`src/hdl/assert_macros.svh`:
```
// Assertion helper macros shared by the RTL.
`ifndef ASSERT_MACROS_SVH
`define ASSERT_MACROS_SVH

// Implication checked every clock edge, disabled in reset.
`define ASSERT_IMPL(label, clk, rst_n, ante, cons, msg) \
  label: assert property (@(posedge clk) disable iff (!rst_n) (ante) |-> (cons)) \
    else $error(msg);

// Next-cycle implication, disabled in reset.
`define ASSERT_NEXT(label, clk, rst_n, ante, cons, msg) \
  label: assert property (@(posedge clk) disable iff (!rst_n) (ante) |=> (cons)) \
    else $error(msg);

`endif

```
`src/hdl/rmh_pkg.sv`:
```
// ----------------------------------------------------------------------------
// rmh_pkg
// Types and constants for the radial mass histogram.
// ----------------------------------------------------------------------------
package rmh_pkg;

  localparam int unsigned CoordW = 24;
  localparam int unsigned R2W    = 52;
  localparam int unsigned RootW  = 26;
  localparam int unsigned CntW   = 32;
  localparam int unsigned MassW  = 48;
  localparam int unsigned FrmW   = 24;
  localparam int unsigned BwW    = 24;
  localparam logic [BwW-1:0] BinWidthReset = 24'd7864;

  typedef enum logic [1:0] {
    FUNC_ADD   = 2'd0,
    FUNC_READ  = 2'd1,
    FUNC_CLEAR = 2'd2,
    FUNC_NOP   = 2'd3
  } func_t;

  typedef enum logic [2:0] {
    CFG_CX = 3'd0,
    CFG_CY = 3'd1,
    CFG_CZ = 3'd2,
    CFG_BW = 3'd3,
    CFG_CUT = 3'd4
  } cfg_idx_t;

  typedef enum logic [3:0] {
    ST_IDLE, ST_SQX, ST_SQY, ST_SQZ, ST_CMP, ST_SQRT, ST_DIV,
    ST_RD, ST_UPD, ST_CLR, ST_OUT, ST_INIT
  } state_t;

  // controller -> datapath
  typedef struct packed {
    logic load;     // capture input beat
    logic sq_step;  // square one offset and accumulate
    logic cmp;      // cutoff compare, outlier/frame update
    logic sqrt_init;
    logic sqrt_step;
    logic div_init;
    logic div_step;
    logic rd;       // issue store read
    logic upd;      // write updated bin / build result
    logic clr_init;
    logic clr_step;
    logic fin;      // result without a bin update (clear, unused op, add outside cutoff)
  } cmd_t;

  // datapath -> controller
  typedef struct packed {
    logic in_cut;   // r2 below the squared cutoff
    logic sqrt_done;
    logic div_done;
    logic clr_done;
  } sts_t;

endpackage

```
`src/hdl/rmh_ctrl.sv`:
```
// ----------------------------------------------------------------------------
// rmh_ctrl
// Sequencer for the histogram datapath.
// ----------------------------------------------------------------------------
module rmh_ctrl (
  input  logic            clk,
  input  logic            rst_n,
  input  logic            in_valid,
  output logic            in_ready,
  input  logic [1:0]      in_func,
  output logic            out_valid,
  input  logic            out_ready,
  output rmh_pkg::cmd_t   cmd,
  input  rmh_pkg::sts_t   sts
);

  rmh_pkg::state_t state_r, state_nxt;
  rmh_pkg::func_t  func_r, func_nxt;
  logic out_valid_r, out_valid_nxt;

  always_ff @(posedge clk) begin
    if (!rst_n) begin
      state_r     <= rmh_pkg::ST_INIT;
      func_r      <= rmh_pkg::FUNC_NOP;
      out_valid_r <= 1'b0;
    end else begin
      state_r     <= state_nxt;
      func_r      <= func_nxt;
      out_valid_r <= out_valid_nxt;
    end
  end

  assign out_valid = out_valid_r;

  always_comb begin
    state_nxt     = state_r;
    func_nxt      = func_r;
    out_valid_nxt = out_valid_r;
    cmd           = '0;
    in_ready      = 1'b0;
    if (out_valid_r && out_ready) out_valid_nxt = 1'b0;
    case (state_r)
      rmh_pkg::ST_IDLE: begin
        // result register must be free (or draining) before a new op
        in_ready = !out_valid_r || out_ready;
        if (in_valid && in_ready) begin
          cmd.load = 1'b1;
          func_nxt = rmh_pkg::func_t'(in_func);
          case (rmh_pkg::func_t'(in_func))
            rmh_pkg::FUNC_ADD:   state_nxt = rmh_pkg::ST_SQX;
            rmh_pkg::FUNC_READ:  state_nxt = rmh_pkg::ST_RD;
            rmh_pkg::FUNC_CLEAR: state_nxt = rmh_pkg::ST_CLR;
            default:             state_nxt = rmh_pkg::ST_OUT;
          endcase
        end
      end
      rmh_pkg::ST_SQX: begin cmd.sq_step = 1'b1; state_nxt = rmh_pkg::ST_SQY; end
      rmh_pkg::ST_SQY: begin cmd.sq_step = 1'b1; state_nxt = rmh_pkg::ST_SQZ; end
      rmh_pkg::ST_SQZ: begin cmd.sq_step = 1'b1; state_nxt = rmh_pkg::ST_CMP; end
      rmh_pkg::ST_CMP: begin
        cmd.cmp = 1'b1;
        if (sts.in_cut) begin
          cmd.sqrt_init = 1'b1;
          state_nxt = rmh_pkg::ST_SQRT;
        end else begin
          state_nxt = rmh_pkg::ST_OUT;
        end
      end
      rmh_pkg::ST_SQRT: begin
        cmd.sqrt_step = 1'b1;
        if (sts.sqrt_done) begin
          cmd.div_init = 1'b1;
          state_nxt = rmh_pkg::ST_DIV;
        end
      end
      rmh_pkg::ST_DIV: begin
        cmd.div_step = 1'b1;
        if (sts.div_done) state_nxt = rmh_pkg::ST_RD;
      end
      rmh_pkg::ST_RD: begin cmd.rd = 1'b1; state_nxt = rmh_pkg::ST_UPD; end
      rmh_pkg::ST_UPD: begin
        cmd.upd = 1'b1;
        out_valid_nxt = 1'b1;
        state_nxt = rmh_pkg::ST_IDLE;
      end
      rmh_pkg::ST_CLR: begin
        cmd.clr_step = 1'b1;
        if (sts.clr_done) state_nxt = rmh_pkg::ST_OUT;
      end
      rmh_pkg::ST_OUT: begin
        cmd.fin = 1'b1;
        out_valid_nxt = 1'b1;
        state_nxt = rmh_pkg::ST_IDLE;
      end
      // zero the bin stores after reset, no result beat
      rmh_pkg::ST_INIT: begin
        cmd.clr_step = 1'b1;
        if (sts.clr_done) state_nxt = rmh_pkg::ST_IDLE;
      end
      default: state_nxt = rmh_pkg::ST_IDLE;
    endcase
    if (state_r == rmh_pkg::ST_IDLE && in_valid && in_ready &&
        rmh_pkg::func_t'(in_func) == rmh_pkg::FUNC_CLEAR) begin
      cmd.clr_init = 1'b1;
    end
  end

`include "assert_macros.svh"
  `ASSERT_IMPL(a_busy_no_ready, clk, rst_n, state_r != rmh_pkg::ST_IDLE, !in_ready, "ready while busy")
  `ASSERT_NEXT(a_upd_gives_out, clk, rst_n, state_r == rmh_pkg::ST_UPD, out_valid_r, "no result after update")
  `ASSERT_IMPL(a_clr_func, clk, rst_n, state_r == rmh_pkg::ST_CLR, func_r == rmh_pkg::FUNC_CLEAR, "clear state without clear op")

endmodule

```
`config.mk`:
```
export PLATFORM = sky130hd
export DESIGN_NAME = rmh_ctrl
export DESIGN_NICKNAME = d
export VERILOG_FILES = /design/src/hdl/rmh_pkg.sv /design/src/hdl/rmh_ctrl.sv
export VERILOG_INCLUDE_DIRS = /design/src /design/src/hdl
export SDC_FILE = /design/constraint.sdc
export NUM_CORES = 1
export LEC_CHECK = 0
export ABC_AREA = 1
export CAP_MARGIN = 10
export CELL_PAD_IN_SITES_DETAIL_PLACEMENT = 0
export CELL_PAD_IN_SITES_GLOBAL_PLACEMENT = 2
export CORE_ASPECT_RATIO = 1.25
export CORE_UTILIZATION = 26
export DETAILED_ROUTE_END_ITERATION = 10
export DONT_BUFFER_PORTS = 1
export GPL_TIMING_DRIVEN = 1
export PLACE_DENSITY = 0.72
export SYNTH_ARGS = -nofsm -noshare
export SYNTH_HDL_FRONTEND = slang
export SYNTH_SLANG_ARGS = --single-unit
export TNS_END_PERCENT = 100
```
`constraint.sdc`:
```
create_clock -name clk -period 1.2 [get_ports clk]
set_input_delay 0.12 -clock clk [delete_from_list [all_inputs] [get_ports clk]]
set_output_delay 0.12 -clock clk [all_outputs]
set_load 0.005 [all_outputs]
```
==> results.sh <==
export IMPL_status="finished, violations left"
export IMPL_violations="setup timing"
export IMPL_tns_ns=-0.2202
export IMPL_p_int_uw=578.1
export IMPL_grt_total_usage_pct=16.58
export IMPL_min_period_ns=1.256
export IMPL_synth_top_area_share_pct=21.45
export IMPL_synth_xor_area_share_pct=0
export IMPL_row_count=16
export IMPL_drt_initial_drc_count=11
export IMPL_vias_per_cell=4.625
export IMPL_ys_warn_count=0
export IMPL_clock_root_buffer="clkbuf_4"
export IMPL_h_tree_depth=1
export IMPL_p_sw_share_pct=42.47
export IMPL_cts_tree="built"
export IMPL_peakVddDrop_uv=1124
export IMPL_synthCells=85
export IMPL_worstMarginPinSlew_ns=0.2825
export IMPL_whs_ns=0.01517
export IMPL_pwr_share_seq_pct=27.7
export IMPL_cp_max_fo=3
export IMPL_synth_simple_area_share_pct=56.03
export IMPL_io_pins=24
export IMPL_die_area_um2=1970
export IMPL_muxShareOfSynthArea_pct=0
export IMPL_cts_buffers=3
export IMPL_critPathLaunchType="flop"
export IMPL_port_buffers=0
export IMPL_postPlaceCellArea_um2=586.8
export IMPL_vias=592
export IMPL_yosys_cell_types_count=16
export IMPL_syn_nets=95
export IMPL_core_area_um2=1622
export IMPL_synth_avg_cell_area_um2=5.491
export IMPL_synth_compound_area_share_pct=8.847
export IMPL_ant_nets=0
export IMPL_setup_slack_ns=-0.05612
export IMPL_fmax_ghz=0.7961
export IMPL_grt_pass1_wl_mm=2.249
export IMPL_slew_violations=0
export IMPL_fin_crit_sh_pct=104.7
export IMPL_grt_pass1_vias=540
export IMPL_setup_viol_count_final=8
export IMPL_p_leak_nw=0.4063
export IMPL_diodes=0
export IMPL_critPathArrivalTime_ns=1.14
export IMPL_synth_adder_area_share_pct=0
export IMPL_synth_seq_area_share_pct=21.45
export IMPL_crit_type="reg2out"
export IMPL_clock_latency_ns=0.24
export IMPL_routabilityCongestion=0.7854
export IMPL_area_growth_pct=72.65
export IMPL_drc=0
export IMPL_finClkSkew_ns=0.006024
export IMPL_p_sw_uw=426.7
export IMPL_wl_per_cell_um=11.05
export IMPL_power_frac_clock_pct=18.9
export IMPL_cts_path_max_buffers=2
export IMPL_critPathCaptureType="output port"
export IMPL_start_util_pct=28.78
export IMPL_final_area_um2=805.8
export IMPL_synth_area_um2=466.7
export IMPL_cp_required_ns=1.08
export IMPL_die_w_um=39.90
export IMPL_max_slew_margin_pct=80.97
export IMPL_finalNetCount=121
export IMPL_drive_gt1_share_pct=57.27
export IMPL_p_per_area_nw_per_um2=1247
export IMPL_ys_ff_latch=5
export IMPL_routed_wirelength_mm=1.415
export IMPL_clk_pin_slew_worst_paths_ns=0.04
export IMPL_cts_sinks=5
export IMPL_layout_cells_non_filler=128
export IMPL_maxCapViolations=0
export IMPL_rsz0062_at_grt="true"
export IMPL_synth_largest_area_cell="dfxtp_1"
export IMPL_post_place_ws_ns=-0.1131
export IMPL_p_comb_share_pct=53.4
export IMPL_dr_pass1_iters=4
export IMPL_die_h_um=49.37
export IMPL_grt_max_degree=7
export IMPL_dp_cells=116
export IMPL_synth_area_leaders="dfxtp_1, nand2_1, inv_1, nor2_1, nand2_2"
export IMPL_dp_hpwl_mm=1.091
export IMPL_grt_overflow=0
export IMPL_hp_class="in2reg"
export IMPL_grt_antenna_before_repair=0
export IMPL_hold_violations=0
export IMPL_synth_top_family_by_area="simple AND/OR/NAND/NOR gates"
[cells by family (layout without fill, tap and decap cells)]
| group | count (synthesis) | in the layout |
|---|---|---|
| buf+inv | 17 | 42 |
| compound gates | 7 | 7 |
| simple gates | 56 | 56 |
| flops | 5 | 5 |
[what timing repair did]
item	in CTS	in global routing
hold endpoints to repair	3	0
resized for setup	29	15
setup endpoints to repair	17	16
buffers inserted	3	5
pin swaps	5	7
hold buffers	1	0
[area by class of cell]
cell class | instances | area [um2]
Timing Repair Buffer | 21 | 171.4
Inverter | 17 | 71.32
Multi-Input combinational cell | 63 | 401.6
Clock buffer | 4 | 26.28
Tap cell | 18 | 22.52
Fill cell | 170 | 815.8
Sequential cell | 5 | 112.6
[critical path, stage by stage (launching register included)]
cell and delay [ns]:
dfxtp_4 0.36, buf_4 0.14, nor2_2 0.07, nand2_1 0.09, buf_6 0.13, a21oi_2 0.11
[synth_stat cells]
cell type,n
nor2_2,3
o21ai_0,1
nand3b_1,1
a21oi_1,2
nor2_4,2
nand3_1,6
nand2_1,22
nand2_2,6
o211ai_1,1
nor2_1,14
dfxtp_1,5
inv_1,14
o21ai_1,2
nor3_1,2
a21oi_2,1
inv_2,3
[per-layer routing]
metal	wire length, um	GRT usage (%)
met5	0	0
met4	25	2.874
met3	88	7.306
met2	726	25.54
met1	575	20.89
[path summary, 6_finish.rpt]
kind         startpoint    endpoint  slack (ns)  cells past startpoint
max          state_r[3]    in_ready       -0.06                      5
min               rst_n  state_r[2]        0.02                      2
max reg2reg  state_r[1]  state_r[1]       -0.03                     10
min reg2reg  state_r[0]  state_r[0]        0.53                      2
[power by group through the flow]
stage | Sequential (mW) | Combinational (mW) | Clock (mW)
6_report | 0.278 | 0.537 | 0.190
5_1_grt | 0.285 | 0.594 | 0.218
4_1_cts | 0.274 | 0.434 | 0.199
3_5_place_dp | 0.245 | 0.384 | 0
3_3_place_gp | 0.243 | 0.389 | 0
2_1_floorplan | 0.238 | 0.246 | 0
[per-stage QoR]
| step | power (mW) | util [%] |
|---|---|---|
| finish | 1.005 | 49.69 |
| global route | 1.098 | 49.69 |
| CTS | 0.9070 | 43.98 |
| detailed placement | 0.6285 | 36.19 |
| global placement | 0.6325 | 36.19 |
| floorplan | 0.4839 | - |
[sequential cells by signal, summed over array words and instances (netlist names)]
signal,cells
out_valid,1
state_r,4
[layout by cell type, fill, tap and decap left out, drive strengths merged]
cell,count
nor3,2
o21ai,3
o211ai,1
inv,17
nor2,19
nand3b,1
dfxtp,5
nand2,28
a21oi,3
nand3,6
buf,20
clkbuf,4
dlygate4sd3,1
(Power assumes the default switching activity.)
